===== src/sv/c8ie_pkg.sv =====
// shared types and constants for the chip8 instruction execute block
// decoded op format, fault codes, opcode class codes and defaults
// no dependencies
package c8ie_pkg;

	localparam int STACK_DEPTH_DEF  = 16;
	localparam int ADDRESS_BITS_DEF = 12;

	localparam int PC_OUT_W    = 12;
	localparam int LEVEL_OUT_W = 5;
	localparam int APB_DATA_W  = 32;
	localparam int APB_ADDR_W  = 3;

	localparam logic [11:0] START_RESET = 12'h200;

	// register index taken from paddr[2]
	localparam logic REG_START_ADDRESS = 1'b0;

	// opcode classes (top nibble)
	localparam logic [3:0] CLS_SYS     = 4'h0;
	localparam logic [3:0] CLS_JP      = 4'h1;
	localparam logic [3:0] CLS_CALL    = 4'h2;
	localparam logic [3:0] CLS_SE      = 4'h3;
	localparam logic [3:0] CLS_SNE     = 4'h4;
	localparam logic [3:0] CLS_SE_REG  = 4'h5;
	localparam logic [3:0] CLS_LD      = 4'h6;
	localparam logic [3:0] CLS_ADD     = 4'h7;
	localparam logic [3:0] CLS_ALU     = 4'h8;
	localparam logic [3:0] CLS_SNE_REG = 4'h9;
	localparam logic [3:0] CLS_LD_I    = 4'hA;
	localparam logic [3:0] CLS_JP_V0   = 4'hB;
	localparam logic [3:0] CLS_RND     = 4'hC;
	localparam logic [3:0] CLS_MISC    = 4'hF;

	localparam logic [15:0] INS_RET = 16'h00EE;

	// low byte of the FXnn group
	localparam logic [7:0] FX_LD_VX_DT = 8'h07;
	localparam logic [7:0] FX_LD_DT    = 8'h15;
	localparam logic [7:0] FX_LD_ST    = 8'h18;
	localparam logic [7:0] FX_ADD_I    = 8'h1E;

	localparam logic [3:0] SUB_NONE = 4'h0;
	localparam logic [3:0] V0_IDX   = 4'h0;
	localparam logic [3:0] VF_IDX   = 4'hF;

	typedef enum logic [4:0] {
		K_BAD,
		K_RET,
		K_JP,
		K_CALL,
		K_SE_IMM,
		K_SNE_IMM,
		K_SE_REG,
		K_SNE_REG,
		K_LD_IMM,
		K_ADD_IMM,
		K_ALU,
		K_LD_I,
		K_JP_V0,
		K_LD_VX_DT,
		K_LD_DT,
		K_LD_ST,
		K_ADD_I
	} kind_t;

	typedef enum logic [3:0] {
		ALU_MOV  = 4'h0,
		ALU_OR   = 4'h1,
		ALU_AND  = 4'h2,
		ALU_XOR  = 4'h3,
		ALU_ADD  = 4'h4,
		ALU_SUB  = 4'h5,
		ALU_SHR  = 4'h6,
		ALU_SUBN = 4'h7,
		ALU_SHL  = 4'hE
	} alu_t;

	typedef enum logic [1:0] {
		FAULT_NONE        = 2'd0,
		FAULT_UNSUPPORTED = 2'd1,
		FAULT_OVERFLOW    = 2'd2,
		FAULT_UNDERFLOW   = 2'd3
	} fault_t;

	typedef struct packed {
		kind_t       kind;
		alu_t        alu;
		logic [3:0]  x;
		logic [3:0]  y;
		logic [7:0]  imm;
		logic [11:0] nnn;
	} op_t;

	typedef struct packed {
		logic        load;
		logic [11:0] start;
	} cfg_t;

endpackage


===== src/sv/c8ie_ifs.sv =====
// valid/ready channel interfaces for instruction beats and result beats
// depends on c8ie_pkg for the output field widths
interface c8ie_in_if;
	logic        valid;
	logic        ready;
	logic [15:0] instruction;
	logic [7:0]  random_byte;

	modport source (output valid, output instruction, output random_byte, input ready);
	modport sink (input valid, input instruction, input random_byte, output ready);
endinterface

interface c8ie_out_if;
	logic                                valid;
	logic                                ready;
	logic [c8ie_pkg::PC_OUT_W-1:0]       next_pc;
	logic [15:0]                         index_value;
	logic [3:0]                          dest_index;
	logic [7:0]                          dest_value;
	logic                                dest_written;
	logic [7:0]                          flag_register;
	logic [c8ie_pkg::LEVEL_OUT_W-1:0]    stack_level;
	logic [1:0]                          fault;

	modport source (
		output valid, output next_pc, output index_value, output dest_index,
		output dest_value, output dest_written, output flag_register,
		output stack_level, output fault, input ready
	);
	modport sink (
		input valid, input next_pc, input index_value, input dest_index,
		input dest_value, input dest_written, input flag_register,
		input stack_level, input fault, output ready
	);
endinterface


===== src/sv/c8ie_front.sv =====
// front end: accepts instruction beats and decodes them into op_t
// depends on c8ie_pkg and c8ie_in_if
module c8ie_front (
	c8ie_in_if.sink         instr,
	output logic            push,
	output c8ie_pkg::op_t   push_op,
	input  logic            push_ready
);

	logic [15:0] ins;
	logic [3:0]  cls;
	logic [3:0]  sub;

	assign ins = instr.instruction;
	assign cls = ins[15:12];
	assign sub = ins[3:0];

	assign instr.ready = push_ready;
	assign push        = instr.valid;

	always_comb begin
		push_op.kind = c8ie_pkg::K_BAD;
		push_op.alu  = c8ie_pkg::alu_t'(sub);
		push_op.x    = ins[11:8];
		push_op.y    = ins[7:4];
		push_op.imm  = ins[7:0];
		push_op.nnn  = ins[11:0];
		case (cls)
			c8ie_pkg::CLS_SYS: begin
				if (ins == c8ie_pkg::INS_RET) push_op.kind = c8ie_pkg::K_RET;
			end
			c8ie_pkg::CLS_JP:   push_op.kind = c8ie_pkg::K_JP;
			c8ie_pkg::CLS_CALL: push_op.kind = c8ie_pkg::K_CALL;
			c8ie_pkg::CLS_SE:   push_op.kind = c8ie_pkg::K_SE_IMM;
			c8ie_pkg::CLS_SNE:  push_op.kind = c8ie_pkg::K_SNE_IMM;
			c8ie_pkg::CLS_SE_REG: begin
				if (sub == c8ie_pkg::SUB_NONE) push_op.kind = c8ie_pkg::K_SE_REG;
			end
			c8ie_pkg::CLS_SNE_REG: begin
				if (sub == c8ie_pkg::SUB_NONE) push_op.kind = c8ie_pkg::K_SNE_REG;
			end
			c8ie_pkg::CLS_LD:   push_op.kind = c8ie_pkg::K_LD_IMM;
			c8ie_pkg::CLS_ADD:  push_op.kind = c8ie_pkg::K_ADD_IMM;
			c8ie_pkg::CLS_ALU: begin
				case (c8ie_pkg::alu_t'(sub))
					c8ie_pkg::ALU_MOV, c8ie_pkg::ALU_OR, c8ie_pkg::ALU_AND,
					c8ie_pkg::ALU_XOR, c8ie_pkg::ALU_ADD, c8ie_pkg::ALU_SUB,
					c8ie_pkg::ALU_SHR, c8ie_pkg::ALU_SUBN,
					c8ie_pkg::ALU_SHL: push_op.kind = c8ie_pkg::K_ALU;
					default:           push_op.kind = c8ie_pkg::K_BAD;
				endcase
			end
			c8ie_pkg::CLS_LD_I:  push_op.kind = c8ie_pkg::K_LD_I;
			c8ie_pkg::CLS_JP_V0: push_op.kind = c8ie_pkg::K_JP_V0;
			// random mask folds into an immediate load
			c8ie_pkg::CLS_RND: begin
				push_op.kind = c8ie_pkg::K_LD_IMM;
				push_op.imm  = ins[7:0] & instr.random_byte;
			end
			c8ie_pkg::CLS_MISC: begin
				case (ins[7:0])
					c8ie_pkg::FX_LD_VX_DT: push_op.kind = c8ie_pkg::K_LD_VX_DT;
					c8ie_pkg::FX_LD_DT:    push_op.kind = c8ie_pkg::K_LD_DT;
					c8ie_pkg::FX_LD_ST:    push_op.kind = c8ie_pkg::K_LD_ST;
					c8ie_pkg::FX_ADD_I:    push_op.kind = c8ie_pkg::K_ADD_I;
					default:               push_op.kind = c8ie_pkg::K_BAD;
				endcase
			end
			default: push_op.kind = c8ie_pkg::K_BAD;
		endcase
	end

endmodule


===== src/sv/c8ie_fifo.sv =====
// two-entry queue of decoded ops between front and back
// depends on c8ie_pkg
module c8ie_fifo (
	input  logic          clk,
	input  logic          arst_n,
	input  logic          push,
	input  c8ie_pkg::op_t push_op,
	output logic          push_ready,
	output logic          head_valid,
	output c8ie_pkg::op_t head_op,
	input  logic          pop
);

	c8ie_pkg::op_t slot_q [2];
	logic          wr_ptr_q;
	logic          rd_ptr_q;
	logic [1:0]    count_q;
	logic          do_push;

	assign push_ready = (count_q != 2'd2);
	assign head_valid = (count_q != 2'd0);
	assign head_op    = slot_q[rd_ptr_q];
	assign do_push    = push && push_ready;

	always_ff @(posedge clk) begin
		if (do_push) slot_q[wr_ptr_q] <= push_op;
	end

	always_ff @(posedge clk or negedge arst_n) begin
		if (!arst_n) begin
			wr_ptr_q <= 1'b0;
			rd_ptr_q <= 1'b0;
			count_q  <= 2'd0;
		end else begin
			if (do_push) wr_ptr_q <= !wr_ptr_q;
			if (pop) rd_ptr_q <= !rd_ptr_q;
			case ({do_push, pop})
				2'b10:   count_q <= count_q + 2'd1;
				2'b01:   count_q <= count_q - 2'd1;
				default: count_q <= count_q;
			endcase
		end
	end

endmodule


===== src/sv/c8ie_back.sv =====
// back end: register read stage, combinational execute and result register
// holds pc, index, v0..vf, return stack and timers; depends on c8ie_pkg and c8ie_out_if
module c8ie_back #(
	parameter int STACK_DEPTH  = c8ie_pkg::STACK_DEPTH_DEF,
	parameter int ADDRESS_BITS = c8ie_pkg::ADDRESS_BITS_DEF
) (
	input  logic              clk,
	input  logic              arst_n,
	input  c8ie_pkg::cfg_t    cfg,
	input  logic              head_valid,
	input  c8ie_pkg::op_t     head_op,
	output logic              pop,
	c8ie_out_if.source        result
);

	localparam int SP_W        = $clog2(STACK_DEPTH + 1);
	localparam int IDX_W       = $clog2(STACK_DEPTH);
	localparam int STK_ENTRIES = 2 ** IDX_W;
	localparam int JW          = ADDRESS_BITS + 1;

	// read stage
	logic          s2_valid_q;
	c8ie_pkg::op_t op_s2;
	logic [7:0]    rdx_mem_s2;
	logic [7:0]    rdy_mem_s2;
	logic          rdx_ok_s2;
	logic          rdy_ok_s2;
	logic          fwd_hit_q;
	logic [3:0]    fwd_idx_q;
	logic [7:0]    fwd_val_q;

	// architectural state
	logic [7:0]              gpr_mem [16];
	logic [15:0]             gpr_valid_q;
	logic [7:0]              v0_q;
	logic [7:0]              vf_q;
	logic [ADDRESS_BITS-1:0] pc_q;
	logic [15:0]             idx_q;
	logic [7:0]              dt_q;
	logic [7:0]              st_q;
	logic [SP_W-1:0]         sp_q;
	logic [ADDRESS_BITS-1:0] stk_mem [STK_ENTRIES];
	logic [ADDRESS_BITS-1:0] tos_q;
	logic [ADDRESS_BITS-1:0] below_q;

	// result register
	logic                              out_valid_q;
	logic [c8ie_pkg::PC_OUT_W-1:0]     next_pc_q;
	logic [15:0]                       index_value_q;
	logic [3:0]                        dest_index_q;
	logic [7:0]                        dest_value_q;
	logic                              dest_written_q;
	logic [7:0]                        flag_register_q;
	logic [c8ie_pkg::LEVEL_OUT_W-1:0]  stack_level_q;
	c8ie_pkg::fault_t                  fault_q;

	// execute
	logic                    exec_go;
	logic [7:0]              vx;
	logic [7:0]              vy;
	logic [ADDRESS_BITS-1:0] pc_inc;
	logic [ADDRESS_BITS-1:0] pc_skip;
	logic [ADDRESS_BITS-1:0] pc_n;
	logic [15:0]             idx_n;
	logic [7:0]              dt_n;
	logic [7:0]              st_n;
	logic [SP_W-1:0]         sp_n;
	logic [SP_W-1:0]         sp_next;
	logic [SP_W-1:0]         below_ptr;
	logic                    wr;
	logic                    has_flag;
	logic                    push_stk;
	logic                    pop_stk;
	logic [7:0]              res;
	logic [7:0]              flag;
	logic [7:0]              vf_n;
	logic [8:0]              sum9;
	logic [JW-1:0]           jsum;
	c8ie_pkg::fault_t        fault_n;

	assign exec_go = s2_valid_q && (!out_valid_q || result.ready);
	assign pop     = head_valid && (!s2_valid_q || exec_go);

	always_comb begin
		if (op_s2.x == c8ie_pkg::VF_IDX) vx = vf_q;
		else if (fwd_hit_q && fwd_idx_q == op_s2.x) vx = fwd_val_q;
		else vx = rdx_ok_s2 ? rdx_mem_s2 : 8'h00;
		if (op_s2.y == c8ie_pkg::VF_IDX) vy = vf_q;
		else if (fwd_hit_q && fwd_idx_q == op_s2.y) vy = fwd_val_q;
		else vy = rdy_ok_s2 ? rdy_mem_s2 : 8'h00;
	end

	assign pc_inc  = pc_q + ADDRESS_BITS'(2);
	assign pc_skip = pc_q + ADDRESS_BITS'(4);
	assign sum9    = {1'b0, vx} + {1'b0, vy};
	assign jsum    = JW'(op_s2.nnn) + JW'(v0_q);

	always_comb begin
		pc_n     = pc_inc;
		idx_n    = idx_q;
		dt_n     = dt_q;
		st_n     = st_q;
		sp_n     = sp_q;
		wr       = 1'b0;
		has_flag = 1'b0;
		push_stk = 1'b0;
		pop_stk  = 1'b0;
		res      = 8'h00;
		flag     = 8'h00;
		fault_n  = c8ie_pkg::FAULT_NONE;
		case (op_s2.kind)
			c8ie_pkg::K_RET: begin
				if (sp_q == '0) begin
					fault_n = c8ie_pkg::FAULT_UNDERFLOW;
				end else begin
					sp_n    = sp_q - SP_W'(1);
					pc_n    = tos_q;
					pop_stk = 1'b1;
				end
			end
			c8ie_pkg::K_JP: pc_n = ADDRESS_BITS'(op_s2.nnn);
			c8ie_pkg::K_CALL: begin
				if (sp_q >= SP_W'(STACK_DEPTH)) begin
					fault_n = c8ie_pkg::FAULT_OVERFLOW;
				end else begin
					sp_n     = sp_q + SP_W'(1);
					pc_n     = ADDRESS_BITS'(op_s2.nnn);
					push_stk = 1'b1;
				end
			end
			c8ie_pkg::K_SE_IMM:  if (vx == op_s2.imm) pc_n = pc_skip;
			c8ie_pkg::K_SNE_IMM: if (vx != op_s2.imm) pc_n = pc_skip;
			c8ie_pkg::K_SE_REG:  if (vx == vy) pc_n = pc_skip;
			c8ie_pkg::K_SNE_REG: if (vx != vy) pc_n = pc_skip;
			c8ie_pkg::K_LD_IMM: begin
				wr  = 1'b1;
				res = op_s2.imm;
			end
			c8ie_pkg::K_ADD_IMM: begin
				wr  = 1'b1;
				res = vx + op_s2.imm;
			end
			c8ie_pkg::K_ALU: begin
				wr = 1'b1;
				case (op_s2.alu)
					c8ie_pkg::ALU_MOV: res = vy;
					c8ie_pkg::ALU_OR:  res = vx | vy;
					c8ie_pkg::ALU_AND: res = vx & vy;
					c8ie_pkg::ALU_XOR: res = vx ^ vy;
					c8ie_pkg::ALU_ADD: begin
						res      = sum9[7:0];
						has_flag = 1'b1;
						flag     = {7'd0, sum9[8]};
					end
					c8ie_pkg::ALU_SUB: begin
						res      = vx - vy;
						has_flag = 1'b1;
						flag     = {7'd0, vx > vy};
					end
					c8ie_pkg::ALU_SHR: begin
						res      = {1'b0, vx[7:1]};
						has_flag = 1'b1;
						flag     = {7'd0, vx[0]};
					end
					c8ie_pkg::ALU_SUBN: begin
						res      = vy - vx;
						has_flag = 1'b1;
						flag     = {7'd0, vy > vx};
					end
					c8ie_pkg::ALU_SHL: begin
						res      = {vx[6:0], 1'b0};
						has_flag = 1'b1;
						flag     = {7'd0, vx[7]};
					end
					default: begin
						wr      = 1'b0;
						fault_n = c8ie_pkg::FAULT_UNSUPPORTED;
					end
				endcase
			end
			c8ie_pkg::K_LD_I:  idx_n = {4'h0, op_s2.nnn};
			c8ie_pkg::K_JP_V0: pc_n = jsum[ADDRESS_BITS-1:0];
			c8ie_pkg::K_LD_VX_DT: begin
				wr  = 1'b1;
				res = dt_q;
			end
			c8ie_pkg::K_LD_DT: dt_n = vx;
			c8ie_pkg::K_LD_ST: st_n = vx;
			c8ie_pkg::K_ADD_I: idx_n = idx_q + {8'h00, vx};
			default: fault_n = c8ie_pkg::FAULT_UNSUPPORTED;
		endcase
	end

	// flag write lands after the destination write
	always_comb begin
		if (has_flag) vf_n = flag;
		else if (wr && op_s2.x == c8ie_pkg::VF_IDX) vf_n = res;
		else vf_n = vf_q;
	end

	// below_q always tracks the entry under the top of stack
	assign sp_next   = exec_go ? sp_n : sp_q;
	assign below_ptr = sp_next - SP_W'(2);

	always_ff @(posedge clk) begin
		if (exec_go && push_stk) stk_mem[sp_q[IDX_W-1:0]] <= pc_inc;
		below_q <= stk_mem[below_ptr[IDX_W-1:0]];
		if (exec_go && push_stk) tos_q <= pc_inc;
		else if (exec_go && pop_stk) tos_q <= below_q;
	end

	always_ff @(posedge clk) begin
		if (exec_go && wr) gpr_mem[op_s2.x] <= res;
		if (pop) begin
			rdx_mem_s2 <= gpr_mem[head_op.x];
			rdy_mem_s2 <= gpr_mem[head_op.y];
			op_s2      <= head_op;
			fwd_idx_q  <= op_s2.x;
			fwd_val_q  <= res;
		end
	end

	always_ff @(posedge clk or negedge arst_n) begin
		if (!arst_n) begin
			s2_valid_q  <= 1'b0;
			rdx_ok_s2   <= 1'b0;
			rdy_ok_s2   <= 1'b0;
			fwd_hit_q   <= 1'b0;
			gpr_valid_q <= '0;
			v0_q        <= 8'h00;
			vf_q        <= 8'h00;
			pc_q        <= ADDRESS_BITS'(c8ie_pkg::START_RESET);
			idx_q       <= 16'h0000;
			dt_q        <= 8'h00;
			st_q        <= 8'h00;
			sp_q        <= '0;
		end else begin
			if (pop) begin
				s2_valid_q <= 1'b1;
				rdx_ok_s2  <= gpr_valid_q[head_op.x];
				rdy_ok_s2  <= gpr_valid_q[head_op.y];
				fwd_hit_q  <= exec_go && wr;
			end else if (exec_go) begin
				s2_valid_q <= 1'b0;
			end
			if (cfg.load) begin
				pc_q <= ADDRESS_BITS'(cfg.start);
			end else if (exec_go) begin
				pc_q <= pc_n;
			end
			if (exec_go) begin
				if (wr) gpr_valid_q[op_s2.x] <= 1'b1;
				if (wr && op_s2.x == c8ie_pkg::V0_IDX) v0_q <= res;
				vf_q  <= vf_n;
				idx_q <= idx_n;
				dt_q  <= dt_n;
				st_q  <= st_n;
				sp_q  <= sp_n;
			end
		end
	end

	always_ff @(posedge clk) begin
		if (exec_go) begin
			next_pc_q       <= pc_n[c8ie_pkg::PC_OUT_W-1:0];
			index_value_q   <= idx_n;
			dest_index_q    <= wr ? op_s2.x : 4'h0;
			dest_value_q    <= !wr ? 8'h00 : (op_s2.x == c8ie_pkg::VF_IDX) ? vf_n : res;
			dest_written_q  <= wr;
			flag_register_q <= vf_n;
			stack_level_q   <= c8ie_pkg::LEVEL_OUT_W'(sp_n);
			fault_q         <= fault_n;
		end
	end

	always_ff @(posedge clk or negedge arst_n) begin
		if (!arst_n) begin
			out_valid_q <= 1'b0;
		end else begin
			out_valid_q <= exec_go || (out_valid_q && !result.ready);
		end
	end

	assign result.valid         = out_valid_q;
	assign result.next_pc       = next_pc_q;
	assign result.index_value   = index_value_q;
	assign result.dest_index    = dest_index_q;
	assign result.dest_value    = dest_value_q;
	assign result.dest_written  = dest_written_q;
	assign result.flag_register = flag_register_q;
	assign result.stack_level   = stack_level_q;
	assign result.fault         = fault_q;

	a_exec_fills_out: assert property (@(posedge clk) disable iff (!arst_n)
		exec_go |=> out_valid_q)
		else $error("executed op did not reach the result register");

	a_pop_fills_s2: assert property (@(posedge clk) disable iff (!arst_n)
		pop |=> s2_valid_q)
		else $error("popped op lost before execute");

	a_overflow_holds_sp: assert property (@(posedge clk) disable iff (!arst_n)
		(exec_go && fault_n == c8ie_pkg::FAULT_OVERFLOW) |=> sp_q == $past(sp_q))
		else $error("stack pointer moved on overflow");

	a_sp_bounded: assert property (@(posedge clk) disable iff (!arst_n)
		sp_q <= SP_W'(STACK_DEPTH))
		else $error("stack pointer beyond depth");

	a_no_dest_clean: assert property (@(posedge clk) disable iff (!arst_n)
		(out_valid_q && !dest_written_q) |-> (dest_index_q == 4'h0 && dest_value_q == 8'h00))
		else $error("destination fields set without a register write");

endmodule


===== src/sv/chip8_instruction_execute.sv =====
// top level of the chip8 instruction execute block: apb register, front, queue, back
// depends on c8ie_pkg, c8ie_ifs, c8ie_front, c8ie_fifo and c8ie_back
//
// Executes one CHIP-8 instruction per beat on the instr channel and returns one
// result beat per instruction on the result channel, in order. Sustained rate is one
// instruction per cycle while the result channel is ready. The decoded op is written
// into a two-entry queue at the accepting edge. It is then popped into the register
// file read stage, and the combinational execute writes the result register. The
// execute stage is what sets the rate, since it updates pc, index, registers, stack
// and timers in the cycle it fires. While a result waits, one more instruction can
// sit in the read stage and the queue keeps taking beats until it holds two. The apb
// register at byte address 0 holds start_address. Writing it also loads the program
// counter, so write it only while no instruction is in flight.
module chip8_instruction_execute #(
	parameter int STACK_DEPTH  = c8ie_pkg::STACK_DEPTH_DEF,
	parameter int ADDRESS_BITS = c8ie_pkg::ADDRESS_BITS_DEF
) (
	input  logic                                clk,
	input  logic                                arst_n,
	input  logic                                psel,
	input  logic                                penable,
	input  logic                                pwrite,
	input  logic [c8ie_pkg::APB_ADDR_W-1:0]     paddr,
	input  logic [c8ie_pkg::APB_DATA_W-1:0]     pwdata,
	output logic [c8ie_pkg::APB_DATA_W-1:0]     prdata,
	output logic                                pready,
	c8ie_in_if.sink                             instr,
	c8ie_out_if.source                          result
);

	logic [11:0]    start_q;
	logic           reg_wr;
	c8ie_pkg::cfg_t cfg;
	logic           push;
	logic           push_ready;
	c8ie_pkg::op_t  push_op;
	logic           head_valid;
	c8ie_pkg::op_t  head_op;
	logic           pop;

	assign pready = 1'b1;
	assign reg_wr = psel && penable && pwrite && pready
		&& (paddr[2] == c8ie_pkg::REG_START_ADDRESS);

	always_ff @(posedge clk or negedge arst_n) begin
		if (!arst_n) begin
			start_q <= c8ie_pkg::START_RESET;
		end else if (reg_wr) begin
			start_q <= pwdata[11:0];
		end
	end

	assign prdata = (paddr[2] == c8ie_pkg::REG_START_ADDRESS)
		? c8ie_pkg::APB_DATA_W'(start_q) : '0;

	assign cfg.load  = reg_wr;
	assign cfg.start = pwdata[11:0];

	c8ie_front u_front (
		.instr      (instr),
		.push       (push),
		.push_op    (push_op),
		.push_ready (push_ready)
	);

	c8ie_fifo u_fifo (
		.clk        (clk),
		.arst_n     (arst_n),
		.push       (push),
		.push_op    (push_op),
		.push_ready (push_ready),
		.head_valid (head_valid),
		.head_op    (head_op),
		.pop        (pop)
	);

	c8ie_back #(
		.STACK_DEPTH  (STACK_DEPTH),
		.ADDRESS_BITS (ADDRESS_BITS)
	) u_back (
		.clk        (clk),
		.arst_n     (arst_n),
		.cfg        (cfg),
		.head_valid (head_valid),
		.head_op    (head_op),
		.pop        (pop),
		.result     (result)
	);

endmodule

===== src/flat_wrapper.sv =====
// flat-port wrapper written by rule: the top's interface ports become plain ports
module chip8_instruction_execute_flat 
#(
	parameter int STACK_DEPTH  = c8ie_pkg::STACK_DEPTH_DEF,
	parameter int ADDRESS_BITS = c8ie_pkg::ADDRESS_BITS_DEF
)
  (clk, arst_n, psel, penable, pwrite, paddr, pwdata, prdata, pready, instr_valid, instr_instruction, instr_random_byte, instr_ready, result_valid, result_next_pc, result_index_value, result_dest_index, result_dest_value, result_dest_written, result_flag_register, result_stack_level, result_fault, result_ready);
  c8ie_in_if instr_i ();
  c8ie_out_if result_i ();
  input  logic clk;
  input  logic arst_n;
  input  logic psel;
  input  logic penable;
  input  logic pwrite;
  input  logic [c8ie_pkg::APB_ADDR_W-1:0] paddr;
  input  logic [c8ie_pkg::APB_DATA_W-1:0] pwdata;
  output logic [c8ie_pkg::APB_DATA_W-1:0] prdata;
  output logic pready;
  input wire logic [$bits(instr_i.valid)-1:0] instr_valid;
  input wire logic [$bits(instr_i.instruction)-1:0] instr_instruction;
  input wire logic [$bits(instr_i.random_byte)-1:0] instr_random_byte;
  output wire logic [$bits(instr_i.ready)-1:0] instr_ready;
  output wire logic [$bits(result_i.valid)-1:0] result_valid;
  output wire logic [$bits(result_i.next_pc)-1:0] result_next_pc;
  output wire logic [$bits(result_i.index_value)-1:0] result_index_value;
  output wire logic [$bits(result_i.dest_index)-1:0] result_dest_index;
  output wire logic [$bits(result_i.dest_value)-1:0] result_dest_value;
  output wire logic [$bits(result_i.dest_written)-1:0] result_dest_written;
  output wire logic [$bits(result_i.flag_register)-1:0] result_flag_register;
  output wire logic [$bits(result_i.stack_level)-1:0] result_stack_level;
  output wire logic [$bits(result_i.fault)-1:0] result_fault;
  input wire logic [$bits(result_i.ready)-1:0] result_ready;
  assign instr_i.valid = instr_valid;
  assign instr_i.instruction = instr_instruction;
  assign instr_i.random_byte = instr_random_byte;
  assign instr_ready = instr_i.ready;
  assign result_valid = result_i.valid;
  assign result_next_pc = result_i.next_pc;
  assign result_index_value = result_i.index_value;
  assign result_dest_index = result_i.dest_index;
  assign result_dest_value = result_i.dest_value;
  assign result_dest_written = result_i.dest_written;
  assign result_flag_register = result_i.flag_register;
  assign result_stack_level = result_i.stack_level;
  assign result_fault = result_i.fault;
  assign result_i.ready = result_ready;
  chip8_instruction_execute #(.STACK_DEPTH(STACK_DEPTH), .ADDRESS_BITS(ADDRESS_BITS)) u_core (.clk(clk), .arst_n(arst_n), .psel(psel), .penable(penable), .pwrite(pwrite), .paddr(paddr), .pwdata(pwdata), .prdata(prdata), .pready(pready), .instr(instr_i), .result(result_i));
endmodule

===== config.mk =====
export PLATFORM = sky130hd
export DESIGN_NAME = chip8_instruction_execute_flat
export DESIGN_NICKNAME = d
export VERILOG_FILES = /design/src/sv/c8ie_pkg.sv /design/src/sv/c8ie_ifs.sv /design/src/sv/c8ie_front.sv /design/src/sv/c8ie_fifo.sv /design/src/sv/c8ie_back.sv /design/src/sv/chip8_instruction_execute.sv /design/src/flat_wrapper.sv
export SDC_FILE = /design/constraint.sdc
export NUM_CORES = 1
export LEC_CHECK = 0
export BUFFER_PORTS_ARGS = -buffer_cell sky130_fd_sc_hd__buf_2
export CORE_MARGIN = 4
export CORE_UTILIZATION = 55
export DETAILED_ROUTE_END_ITERATION = 16
export PLACE_DENSITY_LB_ADDON = 0.3
export SYNTH_ARGS = -nofsm -noshare
export SYNTH_HDL_FRONTEND = slang
export SYNTH_SLANG_ARGS = --single-unit
export TNS_END_PERCENT = 50

===== constraint.sdc =====
create_clock -name clk -period 10.6 [get_ports clk]
set_input_delay 2.65 -clock clk [delete_from_list [all_inputs] [get_ports clk]]
set_output_delay 2.65 -clock clk [all_outputs]
set_load 0.1 [all_outputs]

==> run_summary.xml <==
<?xml version="1.0" encoding="UTF-8"?>
<metrics>
  <group name="timing">
    <metric name="skew" unit="ns">0.0401</metric>
    <metric name="period_needed" unit="ns">6.58</metric>
    <metric name="timing_worst_slew_pin_value" unit="ns">1.38</metric>
    <metric name="finalSetupTns" unit="ns">0</metric>
    <metric name="fmax" unit="GHz">0.152</metric>
    <metric name="slew_viol_final" unit="">0</metric>
    <metric name="hold_violations" unit="">0</metric>
    <metric name="hold-worst-slack" unit="ns">0.468</metric>
    <metric name="finalWorstSetupSlack" unit="ns">4.02</metric>
    <metric name="min_period_over_period" unit="%">62.1</metric>
    <metric name="rsz_0062_raised_after_global_routing" unit="">false</metric>
    <metric name="setup_viol" unit="">0</metric>
    <metric name="slew-limit-headroom" unit="%">7.54</metric>
  </group>
  <group name="final_layout">
    <metric name="design_area" unit="um^2">32900</metric>
    <metric name="fin_nets" unit="">2837</metric>
    <metric name="layout-area-overhead-vs-synth" unit="%">10.8</metric>
    <metric name="insertedDiodeCount" unit="">0</metric>
    <metric name="area_of_the_multi_input_gates" unit="um^2">11500</metric>
    <metric name="fillerInstances" unit="">4099</metric>
    <metric name="fraction_of_layout_instances_using_a_drive_strength_above_1" unit="%">13.3</metric>
    <metric name="seqCellArea" unit="um^2">17300</metric>
  </group>
  <group name="yosys">
    <metric name="post_synth_mux_area_share" unit="%">4.57</metric>
    <metric name="yosys.cell_types.count" unit="">87</metric>
    <metric name="ys_dominant_reg_cell" unit="">sky130_fd_sc_hd__edfxtp_1</metric>
    <metric name="avgSynthCellArea" unit="um^2">11.3</metric>
    <metric name="number_of_enable_type_register_cells_in_the_synthesized_netlist" unit="">491</metric>
    <metric name="synth_compound_gate_area_share" unit="%">13.8</metric>
    <metric name="synth_top_family_by_area" unit="">simple AND/OR/NAND/NOR gates</metric>
    <metric name="number_of_synthesized_register_bits" unit="">597</metric>
    <metric name="yosys.area_share.simple" unit="%">14.9</metric>
    <metric name="netlist_area" unit="um^2">29700</metric>
    <metric name="synth_xor_area_share" unit="%">1.71</metric>
    <metric name="synthAdderAreaFrac" unit="%">3.10</metric>
    <metric name="synth-async-reset-ratio" unit="%">15.7</metric>
    <metric name="syn_inst" unit="">2631</metric>
    <metric name="synth_seq_area_share" unit="%">58.4</metric>
    <metric name="synth_warnings" unit="">0</metric>
  </group>
  <group name="clock_network">
    <metric name="cts.sinks" unit="">597</metric>
    <metric name="cts-resized-gates" unit="">0</metric>
    <metric name="htreeDepth" unit="">2</metric>
    <metric name="cts.hold.buffers_added" unit="">0</metric>
    <metric name="clk_path_buf_depth" unit="">3</metric>
    <metric name="clkLatencyLatePin" unit="ns">0.64</metric>
    <metric name="cts_root_buf" unit="">sky130_fd_sc_hd__clkbuf_16</metric>
    <metric name="tritoncts" unit="">built</metric>
    <metric name="post_cts.repair.setup_buffers" unit="">0</metric>
    <metric name="reg_clk_slew_reported_paths" unit="ns">0.06</metric>
    <metric name="cts-buffers-inserted" unit="">58</metric>
  </group>
  <group name="placement">
    <metric name="detailed_place_hpwl" unit="um">52200</metric>
    <metric name="buffer_ports.inserted" unit="">113</metric>
    <metric name="gp_routability_congestion" unit="">0.968</metric>
    <metric name="post_placement_worst_setup_slack" unit="ns">4.16</metric>
    <metric name="dpl_cell_area" unit="um^2">31000</metric>
  </group>
  <group name="power_and_ir_drop">
    <metric name="comb_power_share" unit="%">47.1</metric>
    <metric name="internal_power" unit="mW">6.05</metric>
    <metric name="clock_power_share" unit="%">19.1</metric>
    <metric name="fraction_of_power_spent_switching_nets" unit="%">44.4</metric>
    <metric name="vdd_drop_max" unit="mV">0.234</metric>
    <metric name="sequential_power_share" unit="%">33.8</metric>
    <metric name="power_leakage" unit="nW">12.4</metric>
    <metric name="power.density_cell_area" unit="nW/um^2">330</metric>
    <metric name="total_switching_power" unit="mW">4.83</metric>
    <metric name="total_power" unit="mW">10.9</metric>
  </group>
  <group name="worst_setup_path">
    <metric name="critical-path-max-stage-delay" unit="ns">1.04</metric>
    <metric name="timing.critical_path.from_type" unit="">flip-flop</metric>
    <metric name="critical_path_class" unit="">reg2reg</metric>
    <metric name="crit_buf_inv" unit="">1</metric>
    <metric name="reg2reg_setup_slack" unit="ns">4.02</metric>
    <metric name="r2r_cells" unit="">16</metric>
    <metric name="cp_cell_sequence" unit="">xnor2_1 &gt; nand3_1 &gt; nor2_1 &gt; mux2i_1 &gt; mux2i_1 &gt; inv_1 &gt; ha_1 &gt; or4b_4 &gt; or3_1 &gt; a21boi_2 &gt; nor2_1 &gt; nor3_2 &gt; o21bai_1 &gt; a22oi_1 &gt; nand2_1 &gt; nand3_1</metric>
    <metric name="crit_end" unit="">u_core.u_back.pc_q[2]</metric>
    <metric name="timing.critical_path.from" unit="">u_core.u_back.op_s2[26]</metric>
    <metric name="cp.arrival" unit="ns">7.12</metric>
    <metric name="rr_endpoint" unit="">u_core.u_back.pc_q[2]</metric>
    <metric name="crit_path_max_fanout" unit="">16</metric>
    <metric name="timing.critical_path.to_type" unit="">flip-flop</metric>
    <metric name="worstPathRequired" unit="ns">11.14</metric>
    <metric name="path_delay_family" unit="">simple AND/OR/NAND/NOR gates</metric>
    <metric name="timing.rr.start" unit="">u_core.u_back.op_s2[26]</metric>
    <metric name="critical_path_slowest_stage_cell" unit="">sky130_fd_sc_hd__edfxtp_1</metric>
    <metric name="worstSetupPathDepth" unit="">16</metric>
  </group>
  <group name="hold_path">
    <metric name="hold_path.startpoint" unit="">u_core.start_q[6]</metric>
    <metric name="hold_class" unit="">reg2reg</metric>
  </group>
  <group name="route">
    <metric name="drt_pre_antenna_iters" unit="">6</metric>
    <metric name="totalWireLength" unit="um">80000</metric>
    <metric name="dr_total_vias" unit="">21700</metric>
    <metric name="routedWlPerCell" unit="um">23.3</metric>
    <metric name="dr.first_iter.drc_count" unit="">2599</metric>
    <metric name="vias_per_cell" unit="">6.32</metric>
    <metric name="remaining_drc_errors" unit="">0</metric>
    <metric name="antenna_left" unit="">0</metric>
  </group>
  <group name="floorplan">
    <metric name="floorplan.core_area" unit="um^2">53000</metric>
    <metric name="design.die.area" unit="um^2">57800</metric>
    <metric name="initial_core_util" unit="%">56.1</metric>
    <metric name="die_height" unit="um">240</metric>
    <metric name="die_x" unit="um">240</metric>
    <metric name="rows" unit="">84</metric>
    <metric name="design.portCount" unit="">157</metric>
  </group>
  <group name="grt">
    <metric name="grt_overflow" unit="">0</metric>
    <metric name="grt.busiest_layer" unit="">met2</metric>
    <metric name="globalRouteTotalUtil" unit="%">27.1</metric>
    <metric name="grt_max_degree" unit="">77</metric>
    <metric name="use_met1" unit="%">40.4</metric>
    <metric name="vias_in_the_first_global_route" unit="">20600</metric>
    <metric name="grt_use_met2" unit="%">40.7</metric>
    <metric name="grt_first_pass_wirelength" unit="um">121000</metric>
    <metric name="grt_antenna_before_repair" unit="">0</metric>
    <metric name="grt_util_met3" unit="%">3.95</metric>
  </group>
  <group name="flow_run">
    <metric name="cap_violations" unit="">0</metric>
  </group>
  <group name="run_status">
    <metric name="run_status" unit="">finished clean</metric>
  </group>
</metrics>
worst min-delay path by stage:
stage,to,slack (ns),depth (start not counted)
3_5_place_dp,u_core.start_q[7],0.46,1
3_3_place_gp,u_core.start_q[9],0.45,2
6_report,u_core.start_q[6],0.47,1
5_1_grt,u_core.start_q[6],0.49,1
2_1_floorplan,u_core.u_back.fwd_idx_q[2],0.42,0
4_1_cts,u_core.start_q[9],0.47,2
layer usage:
layer  share of wire, %  wire (um)  up-vias
li1                   -          -     9873
met1                 43      34100    10500
met2                 44      35500     1163
met3                9.6       7680      171
met4                3.3       2680        0
met5                  0          0        -
cell usage in the layout, fill, tap and decap left out, types with 38 or more instances in the layout:
master	synthesis	layout
sky130_fd_sc_hd__nand2_1	450	450
sky130_fd_sc_hd__a311oi_1	39	39
sky130_fd_sc_hd__mux2_2	38	38
sky130_fd_sc_hd__dfrtp_1	92	92
sky130_fd_sc_hd__nor2_1	118	116
sky130_fd_sc_hd__nor2b_1	74	74
sky130_fd_sc_hd__ha_1	64	64
sky130_fd_sc_hd__clkbuf_16	0	60
sky130_fd_sc_hd__nand3_1	62	62
sky130_fd_sc_hd__xnor2_1	38	38
sky130_fd_sc_hd__edfxtp_1	491	491
sky130_fd_sc_hd__buf_4	26	56
sky130_fd_sc_hd__a31oi_1	67	67
sky130_fd_sc_hd__a211oi_1	79	79
sky130_fd_sc_hd__o21ai_0	97	97
sky130_fd_sc_hd__and3_1	63	63
sky130_fd_sc_hd__a21oi_1	138	137
sky130_fd_sc_hd__buf_2	24	112
sky130_fd_sc_hd__inv_1	63	63
sky130_fd_sc_hd__mux2i_1	66	60
flip-flops by register name (all words and copies together), names as in the netlist, 16 cells and up:
name	cells
u_core.u_back.stk_mem	192
u_core.u_back.gpr_mem	128
u_core.u_fifo.slot_q	50
u_core.u_back.op_s2	25
u_core.u_back.gpr_valid_q	16
u_core.u_back.idx_q	16
u_core.u_back.result.index_value	16
stage by stage:
step / util [%] / cells
5_1_grt: 62.2 / 3438
3_3_place_gp: 58.5 / 3329
4_1_cts: 62.2 / 3438
3_5_place_dp: 58.5 / 3329
2_1_floorplan: - / 2650
6_report: 62.2 / 3438
power groups by stage:
| stage | clock, mW | sequential (mW) | combinational, mW |
|---|---|---|---|
| 2_1_floorplan | 0 | 4.09 | 3.23 |
| 3_3_place_gp | 0 | 3.69 | 4.93 |
| 3_5_place_dp | 0 | 3.71 | 5.02 |
| 4_1_cts | 2.10 | 3.67 | 5.05 |
| 5_1_grt | 2.20 | 3.72 | 5.51 |
| 6_report | 2.07 | 3.68 | 5.13 |
Yosys cell counts (63+ instances only):
master	instances	area [um^2]
sky130_fd_sc_hd__edfxtp_1	491	14700
sky130_fd_sc_hd__nand2_1	450	1690
sky130_fd_sc_hd__a21oi_1	138	691
sky130_fd_sc_hd__nor2_1	118	443
sky130_fd_sc_hd__clkbuf_1	117	439
sky130_fd_sc_hd__o21ai_0	97	485
sky130_fd_sc_hd__dfrtp_1	92	2300
sky130_fd_sc_hd__a211oi_1	79	593
sky130_fd_sc_hd__nor2b_1	74	463
sky130_fd_sc_hd__a31oi_1	67	419
sky130_fd_sc_hd__mux2i_1	66	661
sky130_fd_sc_hd__ha_1	64	801
sky130_fd_sc_hd__and3_1	63	394
sky130_fd_sc_hd__inv_1	63	236
logic make-up (layout without fill, tap and decap cells):
family	after synthesis	after routing
AOI/OAI and AO/OA	607	607
xor gates and xnor gates	57	57
adders and majority gates	70	70
buffers and inverters	245	345
DFF	597	597
muxes	116	116
other	2	21
and+or+nand+nor	937	937
area by class of cell:
class | instances | area share [%]
Clock buffer | 80 | 5.06
Clock inverter | 29 | 0.866
Inverter | 68 | 0.779
Multi-Input combinational cell | 1808 | 35.1
Sequential cell | 597 | 52.6
Tap cell | 688 | 2.61
Timing Repair Buffer | 168 | 2.98
worst register-to-register path, stage by stage, from the launching register on:
cell	delay [ns]
sky130_fd_sc_hd__edfxtp_1	1.04
sky130_fd_sc_hd__xnor2_1	0.21
sky130_fd_sc_hd__nand3_1	0.38
sky130_fd_sc_hd__nor2_1	0.54
sky130_fd_sc_hd__mux2i_1	0.18
sky130_fd_sc_hd__mux2i_1	0.45
sky130_fd_sc_hd__inv_1	0.31
sky130_fd_sc_hd__ha_1	0.52
sky130_fd_sc_hd__or4b_4	0.61
sky130_fd_sc_hd__or3_1	0.42
sky130_fd_sc_hd__a21boi_2	0.38
sky130_fd_sc_hd__nor2_1	0.10
sky130_fd_sc_hd__nor3_2	0.56
sky130_fd_sc_hd__o21bai_1	0.17
sky130_fd_sc_hd__a22oi_1	0.43
sky130_fd_sc_hd__nand2_1	0.10
sky130_fd_sc_hd__nand3_1	0.14
Power figures use the tool's default switching activity.
